[src/rhss_pkg.sv]
package rhss_pkg;

  localparam int MAX_PATTERN    = 64;
  localparam int PAT_IDX_W      = $clog2(MAX_PATTERN);
  localparam int PAT_LEN_W      = $clog2(MAX_PATTERN + 1);
  localparam int POSITION_WIDTH = 32;
  localparam int HASH_W         = 28;
  localparam int MUL_CNT_W      = $clog2(HASH_W);

  localparam logic [HASH_W-1:0] HASH_PRIME      = 28'd179424691;
  localparam logic [HASH_W-1:0] HASH_BASE_RESET = 28'd256;

  localparam logic OP_PATTERN = 1'b0;
  localparam logic OP_TEXT    = 1'b1;

  typedef enum logic [3:0] {
    ST_IDLE,
    ST_PAT_HASH,
    ST_PAT_POW,
    ST_TXT_HASH,
    ST_TXT_OLD,
    ST_TXT_CHECK,
    ST_VER_RD,
    ST_VER_CMP,
    ST_EMIT
  } state_t;

  typedef struct packed {
    logic       opcode;
    logic [7:0] data_byte;
    logic       last_flag;
  } item_t;

  typedef struct packed {
    logic [POSITION_WIDTH-1:0] match_start;
    logic                      is_match;
    logic                      text_done;
    logic                      pattern_overflow;
  } result_t;

  typedef struct packed {
    logic              start;
    logic [HASH_W-1:0] a;
    logic [HASH_W-1:0] b;
  } mm_req_t;

  typedef struct packed {
    logic              done;
    logic [HASH_W-1:0] prod;
  } mm_rsp_t;

  // both operands below the prime
  function automatic logic [HASH_W-1:0] mod_add(input logic [HASH_W-1:0] x,
                                                input logic [HASH_W-1:0] y);
    logic [HASH_W:0] sum;
    sum = {1'b0, x} + {1'b0, y};
    if (sum >= {1'b0, HASH_PRIME}) begin
      sum = sum - {1'b0, HASH_PRIME};
    end
    return sum[HASH_W-1:0];
  endfunction

  function automatic logic [HASH_W-1:0] mod_sub(input logic [HASH_W-1:0] x,
                                                input logic [HASH_W-1:0] y);
    logic [HASH_W-1:0] diff;
    if (x >= y) begin
      diff = x - y;
    end else begin
      diff = x - y + HASH_PRIME;
    end
    return diff;
  endfunction

endpackage

[src/rhss_if.sv]
interface rhss_item_if;
  logic       valid;
  logic       ready;
  logic       opcode;
  logic [7:0] data_byte;
  logic       last_flag;

  modport source(output valid, opcode, data_byte, last_flag, input ready);
  modport sink(input valid, opcode, data_byte, last_flag, output ready);
endinterface

interface rhss_result_if import rhss_pkg::*; ();
  logic                      valid;
  logic                      ready;
  logic [POSITION_WIDTH-1:0] match_start;
  logic                      is_match;
  logic                      text_done;
  logic                      pattern_overflow;

  modport source(output valid, match_start, is_match, text_done, pattern_overflow,
                 input ready);
  modport sink(input valid, match_start, is_match, text_done, pattern_overflow,
               output ready);
endinterface

[src/rhss_mulmod.sv]
module rhss_mulmod import rhss_pkg::*; (
  input  logic    clk,
  input  logic    rst,
  input  mm_req_t req,
  output mm_rsp_t rsp
);

  logic                 busy;
  logic                 done_r;
  logic [MUL_CNT_W-1:0] cnt;
  logic [HASH_W-1:0]    mcand;
  logic [HASH_W-1:0]    mplier;
  logic [HASH_W-1:0]    acc;
  logic [HASH_W-1:0]    dbl;
  logic [HASH_W-1:0]    acc_next;

  // one multiplier bit a cycle, most significant first
  always_comb begin
    dbl      = mod_add(acc, acc);
    acc_next = mod_add(dbl, mplier[HASH_W-1] ? mcand : '0);
  end

  always_ff @(posedge clk) begin
    if (rst) begin
      busy   <= 1'b0;
      done_r <= 1'b0;
    end else begin
      done_r <= 1'b0;
      if (req.start) begin
        busy   <= 1'b1;
        cnt    <= MUL_CNT_W'(HASH_W - 1);
        acc    <= '0;
        mcand  <= req.a;
        mplier <= req.b;
      end else if (busy) begin
        acc    <= acc_next;
        mplier <= mplier << 1;
        if (cnt == '0) begin
          busy   <= 1'b0;
          done_r <= 1'b1;
        end else begin
          cnt <= cnt - 1'b1;
        end
      end
    end
  end

  assign rsp.done = done_r;
  assign rsp.prod = acc;

endmodule

[src/rhss_ctrl.sv]
module rhss_ctrl import rhss_pkg::*; (
  input  logic              clk,
  input  logic              rst,
  input  logic              cfg_wr_en,
  input  logic [HASH_W-1:0] cfg_wr_data,
  input  logic              in_valid,
  input  item_t             in_item,
  output logic              in_ready,
  output mm_req_t           mm_req,
  input  mm_rsp_t           mm_rsp,
  input  logic              out_free,
  output logic              res_push,
  output result_t           res
);

  state_t state;
  state_t state_next;

  logic [HASH_W-1:0]         hash_base;
  logic [HASH_W-1:0]         base_r;
  logic [7:0]                byte_r;
  logic                      last_r;
  logic [PAT_LEN_W-1:0]      pat_len;
  logic [HASH_W-1:0]         phash;
  logic [HASH_W-1:0]         bpow;
  logic                      ovf;
  logic                      pat_closed;
  logic [HASH_W-1:0]         wh;
  logic [HASH_W-1:0]         wh_tmp;
  logic [PAT_LEN_W-1:0]      fill;
  logic [PAT_IDX_W-1:0]      ptr;
  logic [POSITION_WIDTH-1:0] pos;
  logic [POSITION_WIDTH-1:0] cur;
  logic                      hit;
  logic [PAT_LEN_W-1:0]      vk;
  logic [PAT_IDX_W-1:0]      vidx;
  logic                      issued;

  logic [7:0] pat_mem [MAX_PATTERN];
  logic [7:0] win_mem [MAX_PATTERN];
  logic [7:0] pat_rd;
  logic [7:0] win_rd;

  logic                      accept;
  logic                      mm_start;
  logic [PAT_LEN_W-1:0]      len_eff;
  logic                      pat_room;
  logic                      pat_we;
  logic                      win_we;
  logic                      window_full;
  logic [PAT_IDX_W-1:0]      win_rd_addr;
  logic [PAT_LEN_W-1:0]      ptr_inc;
  logic [PAT_IDX_W-1:0]      ptr_wrap;
  logic [PAT_LEN_W-1:0]      vidx_inc;
  logic [PAT_IDX_W-1:0]      vidx_wrap;
  logic [PAT_LEN_W-1:0]      vk_inc;
  logic [POSITION_WIDTH-1:0] len_m1;
  logic [POSITION_WIDTH-1:0] start_off;

  always_comb begin
    accept      = in_valid && in_ready;
    len_eff     = pat_closed ? '0 : pat_len;
    pat_room    = len_eff < PAT_LEN_W'(MAX_PATTERN);
    pat_we      = accept && (in_item.opcode == OP_PATTERN) && pat_room;
    win_we      = (state == ST_TXT_OLD) && mm_rsp.done;
    window_full = fill >= pat_len;
    ptr_inc     = {1'b0, ptr} + 1'b1;
    ptr_wrap    = (ptr_inc >= pat_len) ? '0 : ptr_inc[PAT_IDX_W-1:0];
    vidx_inc    = {1'b0, vidx} + 1'b1;
    vidx_wrap   = (vidx_inc >= pat_len) ? '0 : vidx_inc[PAT_IDX_W-1:0];
    vk_inc      = vk + 1'b1;
    len_m1      = {{(POSITION_WIDTH - PAT_LEN_W){1'b0}}, pat_len - PAT_LEN_W'(1)};
    start_off   = (cur >= len_m1) ? cur - len_m1 : '0;
  end

  always_comb begin
    state_next = state;
    case (state)
      ST_IDLE: begin
        if (in_valid) begin
          if (in_item.opcode == OP_PATTERN) begin
            state_next = pat_room ? ST_PAT_HASH : ST_IDLE;
          end else if (pat_len != '0) begin
            state_next = ST_TXT_HASH;
          end else begin
            state_next = in_item.last_flag ? ST_EMIT : ST_IDLE;
          end
        end
      end
      ST_PAT_HASH: if (mm_rsp.done) state_next = ST_PAT_POW;
      ST_PAT_POW:  if (mm_rsp.done) state_next = ST_IDLE;
      ST_TXT_HASH: if (mm_rsp.done) state_next = ST_TXT_OLD;
      ST_TXT_OLD:  if (mm_rsp.done) state_next = ST_TXT_CHECK;
      ST_TXT_CHECK: begin
        if (window_full && (wh == phash)) begin
          state_next = ST_VER_RD;
        end else begin
          state_next = last_r ? ST_EMIT : ST_IDLE;
        end
      end
      ST_VER_RD: state_next = ST_VER_CMP;
      ST_VER_CMP: begin
        if (win_rd != pat_rd) begin
          state_next = last_r ? ST_EMIT : ST_IDLE;
        end else if (vk_inc == pat_len) begin
          state_next = ST_EMIT;
        end else begin
          state_next = ST_VER_RD;
        end
      end
      ST_EMIT: if (out_free) state_next = ST_IDLE;
      default: state_next = ST_IDLE;
    endcase
  end

  always_comb begin
    in_ready    = (state == ST_IDLE);
    mm_start    = (state inside {ST_PAT_HASH, ST_PAT_POW, ST_TXT_HASH, ST_TXT_OLD})
                  && !issued;
    win_rd_addr = (state == ST_VER_RD) ? vidx : ptr;
    res_push    = (state == ST_EMIT) && out_free;
    mm_req.start = mm_start;
    case (state)
      ST_PAT_HASH: begin
        mm_req.a = phash;
        mm_req.b = base_r;
      end
      ST_PAT_POW: begin
        mm_req.a = bpow;
        mm_req.b = base_r;
      end
      ST_TXT_HASH: begin
        mm_req.a = wh;
        mm_req.b = base_r;
      end
      ST_TXT_OLD: begin
        mm_req.a = bpow;
        mm_req.b = window_full ? HASH_W'(win_rd) : '0;
      end
      default: begin
        mm_req.a = '0;
        mm_req.b = '0;
      end
    endcase
    res.match_start      = hit ? start_off : '0;
    res.is_match         = hit;
    res.text_done        = last_r;
    res.pattern_overflow = ovf;
  end

  always_ff @(posedge clk) begin
    if (rst) begin
      state      <= ST_IDLE;
      hash_base  <= HASH_BASE_RESET;
      pat_len    <= '0;
      phash      <= '0;
      bpow       <= HASH_W'(1);
      ovf        <= 1'b0;
      pat_closed <= 1'b0;
      wh         <= '0;
      fill       <= '0;
      ptr        <= '0;
      pos        <= '0;
      issued     <= 1'b0;
      hit        <= 1'b0;
    end else begin
      state <= state_next;
      if (cfg_wr_en) begin
        hash_base <= cfg_wr_data;
      end
      if (mm_start) begin
        issued <= 1'b1;
      end else if (mm_rsp.done) begin
        issued <= 1'b0;
      end
      case (state)
        ST_IDLE: begin
          if (accept) begin
            byte_r <= in_item.data_byte;
            last_r <= in_item.last_flag;
            base_r <= (hash_base >= HASH_PRIME) ? hash_base - HASH_PRIME : hash_base;
            hit    <= 1'b0;
            if (in_item.opcode == OP_PATTERN) begin
              // start a new pattern if the old one was closed; drop the text
              if (pat_closed) begin
                phash <= '0;
                bpow  <= HASH_W'(1);
              end
              pat_closed <= in_item.last_flag;
              if (pat_room) begin
                pat_len <= len_eff + 1'b1;
                if (pat_closed) begin
                  ovf <= 1'b0;
                end
              end else begin
                pat_len <= len_eff;
                ovf     <= 1'b1;
              end
              wh   <= '0;
              fill <= '0;
              ptr  <= '0;
              pos  <= '0;
            end else begin
              pat_closed <= 1'b1;
              cur        <= pos;
              if (pos != '1) begin
                pos <= pos + 1'b1;
              end
            end
          end
        end
        ST_PAT_HASH: if (mm_rsp.done) phash <= mod_add(mm_rsp.prod, HASH_W'(byte_r));
        ST_PAT_POW:  if (mm_rsp.done) bpow <= mm_rsp.prod;
        ST_TXT_HASH: if (mm_rsp.done) wh_tmp <= mod_add(mm_rsp.prod, HASH_W'(byte_r));
        ST_TXT_OLD: begin
          if (mm_rsp.done) begin
            wh  <= mod_sub(wh_tmp, mm_rsp.prod);
            ptr <= ptr_wrap;
            if (!window_full) begin
              fill <= fill + 1'b1;
            end
          end
        end
        ST_TXT_CHECK: begin
          vk   <= '0;
          vidx <= ptr;
        end
        ST_VER_CMP: begin
          if (win_rd == pat_rd) begin
            vk   <= vk_inc;
            vidx <= vidx_wrap;
            if (vk_inc == pat_len) begin
              hit <= 1'b1;
            end
          end
        end
        ST_EMIT: begin
          if (out_free && last_r) begin
            wh   <= '0;
            fill <= '0;
            ptr  <= '0;
            pos  <= '0;
          end
        end
        default: ;
      endcase
    end
  end

  always_ff @(posedge clk) begin
    if (pat_we) begin
      pat_mem[len_eff[PAT_IDX_W-1:0]] <= in_item.data_byte;
    end
    pat_rd <= pat_mem[vk[PAT_IDX_W-1:0]];
  end

  always_ff @(posedge clk) begin
    if (win_we) begin
      win_mem[ptr] <= byte_r;
    end
    win_rd <= win_mem[win_rd_addr];
  end

`ifndef SYNTHESIS
  a_ptr_in_window: assert property (@(posedge clk) disable iff (rst)
    (pat_len == '0) || ({1'b0, ptr} < pat_len))
    else $error("window pointer beyond pattern length");

  a_fill_bound: assert property (@(posedge clk) disable iff (rst)
    fill <= pat_len)
    else $error("window fill beyond pattern length");

  a_len_bound: assert property (@(posedge clk) disable iff (rst)
    pat_len <= PAT_LEN_W'(MAX_PATTERN))
    else $error("pattern length beyond capacity");

  a_push_reason: assert property (@(posedge clk) disable iff (rst)
    res_push |-> (res.is_match || res.text_done))
    else $error("result pushed with neither match nor done");

  a_done_in_mul: assert property (@(posedge clk) disable iff (rst)
    mm_rsp.done |-> (state == ST_PAT_HASH || state == ST_PAT_POW ||
                     state == ST_TXT_HASH || state == ST_TXT_OLD))
    else $error("multiplier finished outside a multiply step");
`endif

endmodule

[src/rolling_hash_substring_search.sv]
// Channel   Direction  Transfer
// bytes     sink       opcode, data_byte, last_flag
// results   source     match_start, is_match, text_done, pattern_overflow
// cfg_wr_*  write      hash_base, taken on any cycle with cfg_wr_en high
//
// A stored pattern byte and a text byte each use the shared modular multiplier,
// 28 shift-add steps, twice; a hash hit adds a read and a compare step per
// byte compared, and a result is handed over in the emit state. A dropped
// pattern byte, or a text byte with no pattern, does not use the multiplier.
// Reset is synchronous and needs no clearing pass. A result waits in the
// output register; a second result holds the sequencer until it is taken.
module rolling_hash_substring_search import rhss_pkg::*; (
  input  logic              clk,
  input  logic              rst,
  input  logic              cfg_wr_en,
  input  logic [HASH_W-1:0] cfg_wr_data,
  rhss_item_if.sink         bytes,
  rhss_result_if.source     results
);

  item_t   in_item;
  logic    in_ready;
  mm_req_t mm_req;
  mm_rsp_t mm_rsp;
  logic    out_free;
  logic    res_push;
  result_t res;
  logic    out_valid;
  result_t out_res;

  assign in_item.opcode    = bytes.opcode;
  assign in_item.data_byte = bytes.data_byte;
  assign in_item.last_flag = bytes.last_flag;
  assign bytes.ready       = in_ready;

  rhss_ctrl u_ctrl (
    .clk        (clk),
    .rst        (rst),
    .cfg_wr_en  (cfg_wr_en),
    .cfg_wr_data(cfg_wr_data),
    .in_valid   (bytes.valid),
    .in_item    (in_item),
    .in_ready   (in_ready),
    .mm_req     (mm_req),
    .mm_rsp     (mm_rsp),
    .out_free   (out_free),
    .res_push   (res_push),
    .res        (res)
  );

  rhss_mulmod u_mulmod (
    .clk(clk),
    .rst(rst),
    .req(mm_req),
    .rsp(mm_rsp)
  );

  assign out_free = !out_valid || results.ready;

  always_ff @(posedge clk) begin
    if (rst) begin
      out_valid <= 1'b0;
    end else if (res_push) begin
      out_valid <= 1'b1;
    end else if (results.ready) begin
      out_valid <= 1'b0;
    end
  end

  always_ff @(posedge clk) begin
    if (res_push) begin
      out_res <= res;
    end
  end

  assign results.valid            = out_valid;
  assign results.match_start      = out_res.match_start;
  assign results.is_match         = out_res.is_match;
  assign results.text_done        = out_res.text_done;
  assign results.pattern_overflow = out_res.pattern_overflow;

endmodule
[src/flat_wrapper.sv]
// flat-port wrapper written by rule: the top's interface ports become plain ports
module rolling_hash_substring_search_flat import rhss_pkg::*;
  (clk, rst, cfg_wr_en, cfg_wr_data, bytes_valid, bytes_opcode, bytes_data_byte, bytes_last_flag, bytes_ready, results_valid, results_match_start, results_is_match, results_text_done, results_pattern_overflow, results_ready);
  rhss_item_if bytes_i ();
  rhss_result_if results_i ();
  input  logic clk;
  input  logic rst;
  input  logic cfg_wr_en;
  input  logic [HASH_W-1:0] cfg_wr_data;
  input wire logic [$bits(bytes_i.valid)-1:0] bytes_valid;
  input wire logic [$bits(bytes_i.opcode)-1:0] bytes_opcode;
  input wire logic [$bits(bytes_i.data_byte)-1:0] bytes_data_byte;
  input wire logic [$bits(bytes_i.last_flag)-1:0] bytes_last_flag;
  output wire logic [$bits(bytes_i.ready)-1:0] bytes_ready;
  output wire logic [$bits(results_i.valid)-1:0] results_valid;
  output wire logic [$bits(results_i.match_start)-1:0] results_match_start;
  output wire logic [$bits(results_i.is_match)-1:0] results_is_match;
  output wire logic [$bits(results_i.text_done)-1:0] results_text_done;
  output wire logic [$bits(results_i.pattern_overflow)-1:0] results_pattern_overflow;
  input wire logic [$bits(results_i.ready)-1:0] results_ready;
  assign bytes_i.valid = bytes_valid;
  assign bytes_i.opcode = bytes_opcode;
  assign bytes_i.data_byte = bytes_data_byte;
  assign bytes_i.last_flag = bytes_last_flag;
  assign bytes_ready = bytes_i.ready;
  assign results_valid = results_i.valid;
  assign results_match_start = results_i.match_start;
  assign results_is_match = results_i.is_match;
  assign results_text_done = results_i.text_done;
  assign results_pattern_overflow = results_i.pattern_overflow;
  assign results_i.ready = results_ready;
  rolling_hash_substring_search u_core (.clk(clk), .rst(rst), .cfg_wr_en(cfg_wr_en), .cfg_wr_data(cfg_wr_data), .bytes(bytes_i), .results(results_i));
endmodule
[config.mk]
export PLATFORM = sky130hd
export DESIGN_NAME = rolling_hash_substring_search_flat
export DESIGN_NICKNAME = d
export VERILOG_FILES = /design/src/rhss_pkg.sv /design/src/rhss_if.sv /design/src/rhss_mulmod.sv /design/src/rhss_ctrl.sv /design/src/rolling_hash_substring_search.sv /design/src/flat_wrapper.sv
export SDC_FILE = /design/constraint.sdc
export NUM_CORES = 2
export LEC_CHECK = 0
export ABC_AREA = 1
export ABC_CLOCK_PERIOD_IN_PS = 6000
export BUFFER_PORTS_ARGS = -buffer_cell sky130_fd_sc_hd__buf_4
export CELL_PAD_IN_SITES_DETAIL_PLACEMENT = 0
export CELL_PAD_IN_SITES_GLOBAL_PLACEMENT = 1
export CORE_ASPECT_RATIO = 1.1
export CORE_MARGIN = 2
export CORE_UTILIZATION = 50
export CTS_CLUSTER_DIAMETER = 120
export DETAILED_ROUTE_END_ITERATION = 10
export PLACE_DENSITY = 0.83
export SYNTH_ARGS = -nofsm -noshare
export SYNTH_HDL_FRONTEND = slang
export SYNTH_SLANG_ARGS = --single-unit
export TNS_END_PERCENT = 100
[constraint.sdc]
create_clock -name clk -period 6 [get_ports clk]
set_input_delay 0.9 -clock clk [delete_from_list [all_inputs] [get_ports clk]]
set_output_delay 0.9 -clock clk [all_outputs]
set_load 0.01 [all_outputs]
# Yosys cells after proc, flatten, opt, wreduce, memory -nomap -nowiden
# Memories as Yosys holds them, arrays and structs flattened. A register that Yosys moved wholly into a read port is not among the register bits.
# Cells that the tools add are included.
[totals]
register_bits = 409
mem_bits_rw = 1024
inputBits = 43
memories = 2
[memory_table]
columns = ["memory", "depth", "word_bits", "rd", "rd_ports_with_merged_regs", "wr", "line_no", "source"]
rows = [
  ["u_core.u_ctrl.pat_mem", 64, 8, 1, 1, 1, "rhss_ctrl.sv:39", "logic [7:0] pat_mem [MAX_PATTERN];"],
  ["u_core.u_ctrl.win_mem", 64, 8, 1, 1, 1, "rhss_ctrl.sv:40", "logic [7:0] win_mem [MAX_PATTERN];"],
]
[op_classes]
n_addsub = 18
n_lt_le_gt_ge = 10
n_eq_ne = 29
muxes = 87
n_bitwise = 3
reduce_logical = 43
[ops]
columns = ["op", "count"]
rows = [
  ["28-bit two-way mux", 21],
  ["56-bit case mux with 4 select lines", 1],
  ["32-bit two-way mux", 4],
  ["28-bit case mux with 2 select lines", 2],
  ["28-bit subtractor (second input constant)", 4],
  ["29-bit by 28-bit >= comparator with 1-bit output (second input constant)", 3],
  ["28-bit case mux with 3 select lines", 1],
  ["32-bit case mux with 2 select lines", 1],
  ["28-bit by 28-bit adder with 29-bit output", 2],
  ["7-bit two-way mux", 8],
  ["4-bit two-way mux", 13],
  ["6-bit two-way mux", 8],
  ["4-bit case mux with 9 select lines", 1],
  ["32-bit by 1-bit adder with 32-bit output (second input constant)", 1],
  ["32-bit by 7-bit >= comparator with 1-bit output", 1],
  ["32-bit inequality test (second input constant)", 1],
  ["32-bit by 7-bit subtractor with 32-bit output", 1],
  ["28-bit by 8-bit adder with 29-bit output", 1],
  ["28-bit adder (second input constant)", 1],
  ["28-bit equality test", 1],
  ["28-bit >= comparator", 1],
  ["28-bit >= comparator (second input constant)", 1],
  ["28-bit subtractor", 1],
  ["2-bit inequality test (second input constant)", 11],
  ["other kinds (39)", 100],
]

# Logic depth before layout (Yosys ltp)
[depth]
depth_word = 7
depth_mapped = 35

# Cells and area by module
# Synthesis repeated with hierarchy kept, for this count alone.
[unflattened]
cells_unflattened = 7199
hier_area_um2 = 69299.0
[modules_own_cells]
columns = ["module", "instances", "cells_per_inst", "area_each_um2", "seq_area_each_um2"]
rows = [
  ["rhss_ctrl", 1, 5971, 60446.7, 37816.3],
  ["rhss_mulmod", 1, 1188, 7758.7, 2712.6],
  ["rolling_hash_substring_search", 1, 40, 1093.5, 1071.0],
]

# Worst setup path before layout
# OpenSTA, ideal clock, no wires.
[synth_path]
kind = "register to register"
start = "register u_core.u_mulmod.acc[25]"
end = "register u_core.u_mulmod.acc[7], data pin"
setup_ns = 0.255
t_arrival_ns = 4.340
t_required_ns = 5.745
setup_slack_ns = 1.405
stages_incl_launch_ff = 27
n_path_buf = 3
path_cell_list = "edfxtp_1 > clkbuf_1 > nor4_1 > nand4_1 > o41ai_2 > clkbuf_1 > nand2_1 > xor2_1 > ha_1 > a21oi_1 > o21ai_0 > inv_1 > nand2_1 > nand2_1 > nand2_1 > nand2_1 > nand2_1 > nor2_2 > nand3_1 > nand3b_1 > nand2_1 > nand2_2 > nand2_2 > buf_2 > nand3_1 > nand2_1 > nor2_1"
[synth_between]
elab_chain_cells = 7
elab_cells_between_ends = 9
cone_classes = "add/sub (4); order compare (2); mux (3)"
[synth_rtl]
columns = ["element", "line_no", "source"]
rows = [
  ["start, declared", "rhss_mulmod.sv:13", "logic [HASH_W-1:0] acc;"],
  ["start signal, assigned", "rhss_mulmod.sv:36", "acc <= acc_next;"],
  ["28-bit by 28-bit adder with 29-bit output (*)", "rhss_pkg.sv:56", "sum = {1'b0, x} + {1'b0, y};"],
  ["29-bit by 28-bit >= comparator with 1-bit output or 28-bit subtractor (tied branches)", "rhss_pkg.sv:57, rhss_pkg.sv:58", ""],
  ["28-bit two-way mux (*)", "rhss_pkg.sv:57", "if (sum >= {1'b0, HASH_PRIME}) begin"],
  ["28-bit by 28-bit adder with 29-bit output (*)", "rhss_pkg.sv:56", ""],
  ["28-bit subtractor or 29-bit by 28-bit >= comparator with 1-bit output (tied branches)", "rhss_pkg.sv:58, rhss_pkg.sv:57", ""],
  ["28-bit two-way mux (*)", "rhss_pkg.sv:57", ""],
  ["28-bit two-way mux (*)", "rhss_mulmod.sv:35", "end else if (busy) begin"],
]
# Every way passes the cells marked *; elsewhere a longest branch is shown, timed or not. The select of a mux whose other input is x is not followed.
# A chain may end at the register's enable or synchronous reset.

# Worst setup path in the final report
[layout_path]
start = "register u_core.u_mulmod.acc[26]"
end = "register u_core.u_mulmod.acc[3], data pin"
# Same word-level chain as after synthesis.

==> flow_metrics.py <==
metrics = {
    "status": {
        "status": "finished, final reports clean",
    },
    "cells_and_area": {
        "nets": 7213,
        "seqCellArea_um2": 41600,
        "final_cells": 8984,
        "drive_above_1_share": 0.0678,
        "n_fill_cell": 11800,
        "multi_input_area_um2": 24000,
        "area_growth_pct": 10.4,
    },
    "synth": {
        "ys_seq_area_frac": 0.605,
        "syn-instance-count": 7080,
        "yosysUniqueCellTypes": 60,
        "ys_warn_count": 0,
        "yosys-top-cells-area": "edfxtp_1 (55%), nand2_1 (7.2%), nor2_1 (5.7%)",
        "syn-num-nets": 7234,
        "synth-main-ff-cell": "edfxtp_1",
        "avgSynthCellArea_um2": 9.71,
        "synthArstFlopShare": 0,
        "syn_area_um2": 68800,
        "synth_edf_count": 1258,
        "synth-seq-cells": 1449,
        "yosysTopAreaCellShare": 0.549,
        "synth_top_area_cell": "edfxtp_1",
    },
    "clock_tree": {
        "clkTransAtPathRegs_ps": 60,
        "cts_root_buf": "clkbuf_16",
        "post-cts-setup-buffers": 0,
        "postCtsResizedCells": 0,
        "cts_hold_buf": 0,
        "clockBufferDepth": 3,
        "insertion_delay_ps": 810,
        "cts_tree": "done",
        "htree_levels": 4,
        "cts.sinks": 1449,
        "numCtsBuffers": 149,
    },
    "sta": {
        "rsz0062_at_grt": "no",
        "maxSlewHeadroom": 0.170,
        "hold_viol_final": 0,
        "max_slew.worst_pin.slew_ps": 1240,
        "finalSetupViolations": 0,
        "slew_viol_final": 0,
        "clock_skew_ps": 39.6,
        "period_share": 0.905,
        "fin_crit_ps": 5430,
        "clock.fmax_ghz": 0.184,
        "setup_tns_ps": 0,
    },
    "flow_run": {
        "maxCapViolations": 0,
    },
    "setup_path": {
        "worst_setup_path_start_kind": "flop",
        "worst-setup-path-type": "reg -> reg",
        "cp-end-kind": "flop",
        "crit_required_ps": 6530,
        "worstPathArrival_ps": 5960,
        "worstPathMaxFanout": 52,
    },
    "global_routing": {
        "use_met2": 0.458,
        "antenna_found_initial": 4,
        "grt_max_degree": 194,
        "grt_pass1_wl_um": 300000,
        "busiest_layer": "met2",
        "grt-ovfl-total": 0,
        "grt_pass1_vias": 50100,
        "grtUsageTotal": 0.280,
        "met1_usage": 0.374,
        "met3_usage": 0.0416,
    },
    "pwr": {
        "netSwitchingPower_uw": 14300,
        "intPower_uw": 21000,
        "combPwrFrac": 0.392,
        "finalPower_uw": 35400,
        "ir_drop_mv": 0.853,
        "cellPowerDensity_nw_per_um2": 466,
        "p_clk_frac": 0.260,
        "p_leak_uw": 0.0277,
        "switching_share": 0.405,
        "p_seq_frac": 0.348,
    },
    "routing": {
        "drtAntennaViolNets": 0,
        "avgRoutedWirePerCell_um": 22.0,
        "wirelength_um": 198000,
        "vias": 52300,
        "dr.first_iter.drc_count": 5194,
        "drc": 0,
        "first_pass_iters": 6,
        "via_per_inst": 5.82,
    },
    "die": {
        "die_y_um": 393,
        "rows": 142,
        "initial_core_util": 0.505,
        "coreArea_um2": 136000,
        "ios": 80,
        "die_x_um": 358,
        "dieArea_um2": 141000,
    },
    "min_path": {
        "hold_path_class": "in -> reg",
    },
    "placed_design": {
        "globalplace.congestion": 0.948,
        "hpwl_um": 130000,
        "port_buffers": 79,
        "placed_cells": 8708,
    },
}
worst max-delay path, cell delays in order, from the launching register on:
cell	delay (ps)
edfxtp_1	410
inv_1	120
nor4_1	410
nand4_1	270
o2111a_1	340
o41ai_4	70
buf_4	310
nand2_1	90
xor2_1	230
ha_1	340
a21oi_1	290
o21ai_0	190
inv_1	90
nand2_1	190
nand2_1	140
nand2_1	60
nand2_1	50
nand2_1	170
nor2_2	220
nand3_1	90
nand3b_1	180
nand2_1	170
nand2_2	120
nand2_2	110
buf_12	230
nand3_1	110
nand2_1	70
nor2_1	40
power groups by stage:
stage	clock (uW)	combinational [uW]	sequential (uW)
2_1_floorplan	0	9850	12400
3_3_place_gp	0	13700	12500
3_5_place_dp	0	13700	12500
4_1_cts	9300	13800	12300
5_1_grt	9680	15600	12300
6_report	9190	13900	12300
state kept, by name (all words and copies together) (netlist names), 32 cells and up:
signal                      flops
u_core.results.match_start     32
u_core.u_ctrl.cur              32
u_core.u_ctrl.pat_mem         512
u_core.u_ctrl.pos              32
u_core.u_ctrl.win_mem         512
path summary, 6_finish.rpt:
check	from	endpoint	slack (ps)	cells past startpoint
worst max register to register	u_core.u_mulmod.acc[26]$_SDFFCE_PP0P_	u_core.u_mulmod.acc[3]$_SDFFCE_PP0P_	570	27
worst min register to register	u_core.u_ctrl.pos[3]$_SDFFE_PP0P_	u_core.u_ctrl.cur[3]$_DFFE_PP_	440	0
worst min-delay path	cfg_wr_data[0]	u_core.u_ctrl.hash_base[0]$_SDFFE_PP0P_	310	3
worst max-delay path	u_core.u_mulmod.acc[26]$_SDFFCE_PP0P_	u_core.u_mulmod.acc[3]$_SDFFCE_PP0P_	570	27
cell usage in the layout (no fill, tap or decap), types with 10 or more instances in the layout:
cell	count
o22ai_1	68
o221ai_1	191
dfxtp_1	191
inv_1	499
clkbuf_16	150
nor4_1	16
o211ai_1	72
edfxtp_1	1258
ha_1	106
and2_1	12
nand2_1	1324
o21a_1	10
nand3_1	546
a21oi_1	291
inv_2	27
nor2_2	25
nor2_1	1036
o21ai_2	10
xor2_1	101
clkinv_2	23
nand4_1	85
or2_2	11
clkinv_1	32
buf_4	135
nand3b_1	12
nor3_1	72
xnor2_1	43
clkbuf_1	41
nand2_2	19
o21ai_0	631
cells by family after synthesis:
family                     count (synthesis)  share of synthesized area
DFF                                     1449                      0.605
xor gates and xnor gates                 144                     0.0183
adders and majority gates                111                     0.0206
AOI/OAI and AO/OA                       1327                      0.114
and+or+nand+nor                         3195                      0.195
buffers and inverters                    854                     0.0474
cells in the mapped netlist (68+ instances only):
cell	number
nand4_1	85
o221ai_1	191
nand2_1	1325
nor2_1	1043
o211ai_1	72
xor2_1	101
o22ai_1	68
inv_1	504
clkbuf_1	286
nor3_1	75
nand3_1	546
a21oi_1	291
dfxtp_1	191
ha_1	107
edfxtp_1	1258
o21ai_0	633
through the flow:
step                      instance area [um^2]  hold slack, ps  setup slack (ps)  utilization
final                                    75900             310               569        0.557
after global placement                   71100             422               734        0.522
after global routing                     75900             294              31.3        0.557
after detailed placement                 71100             418               732        0.522
after floorplan                          68800             408              1410            -
after CTS                                75900             261               663        0.557
cell type report:
class / instances / area share
timing repair buffer: 142 / 0.0152
sequential: 1449 / 0.548
clock buffer: 200 / 0.0531
tap: 1800 / 0.0297
multi-input combinational: 4777 / 0.317
inverter: 540 / 0.0268
antenna: 1 / 0.0000330
clock inverter: 75 / 0.0106
routing by layer:
| metal | vias to the layer above | wire, um |
|---|---|---|
| li1 | 24800 | - |
| met4 | 4 | 8130 |
| met1 | 25300 | 81300 |
| met2 | 1865 | 94800 |
| met3 | 387 | 13600 |
| met5 | - | 24 |
(Power assumes the default switching activity.)
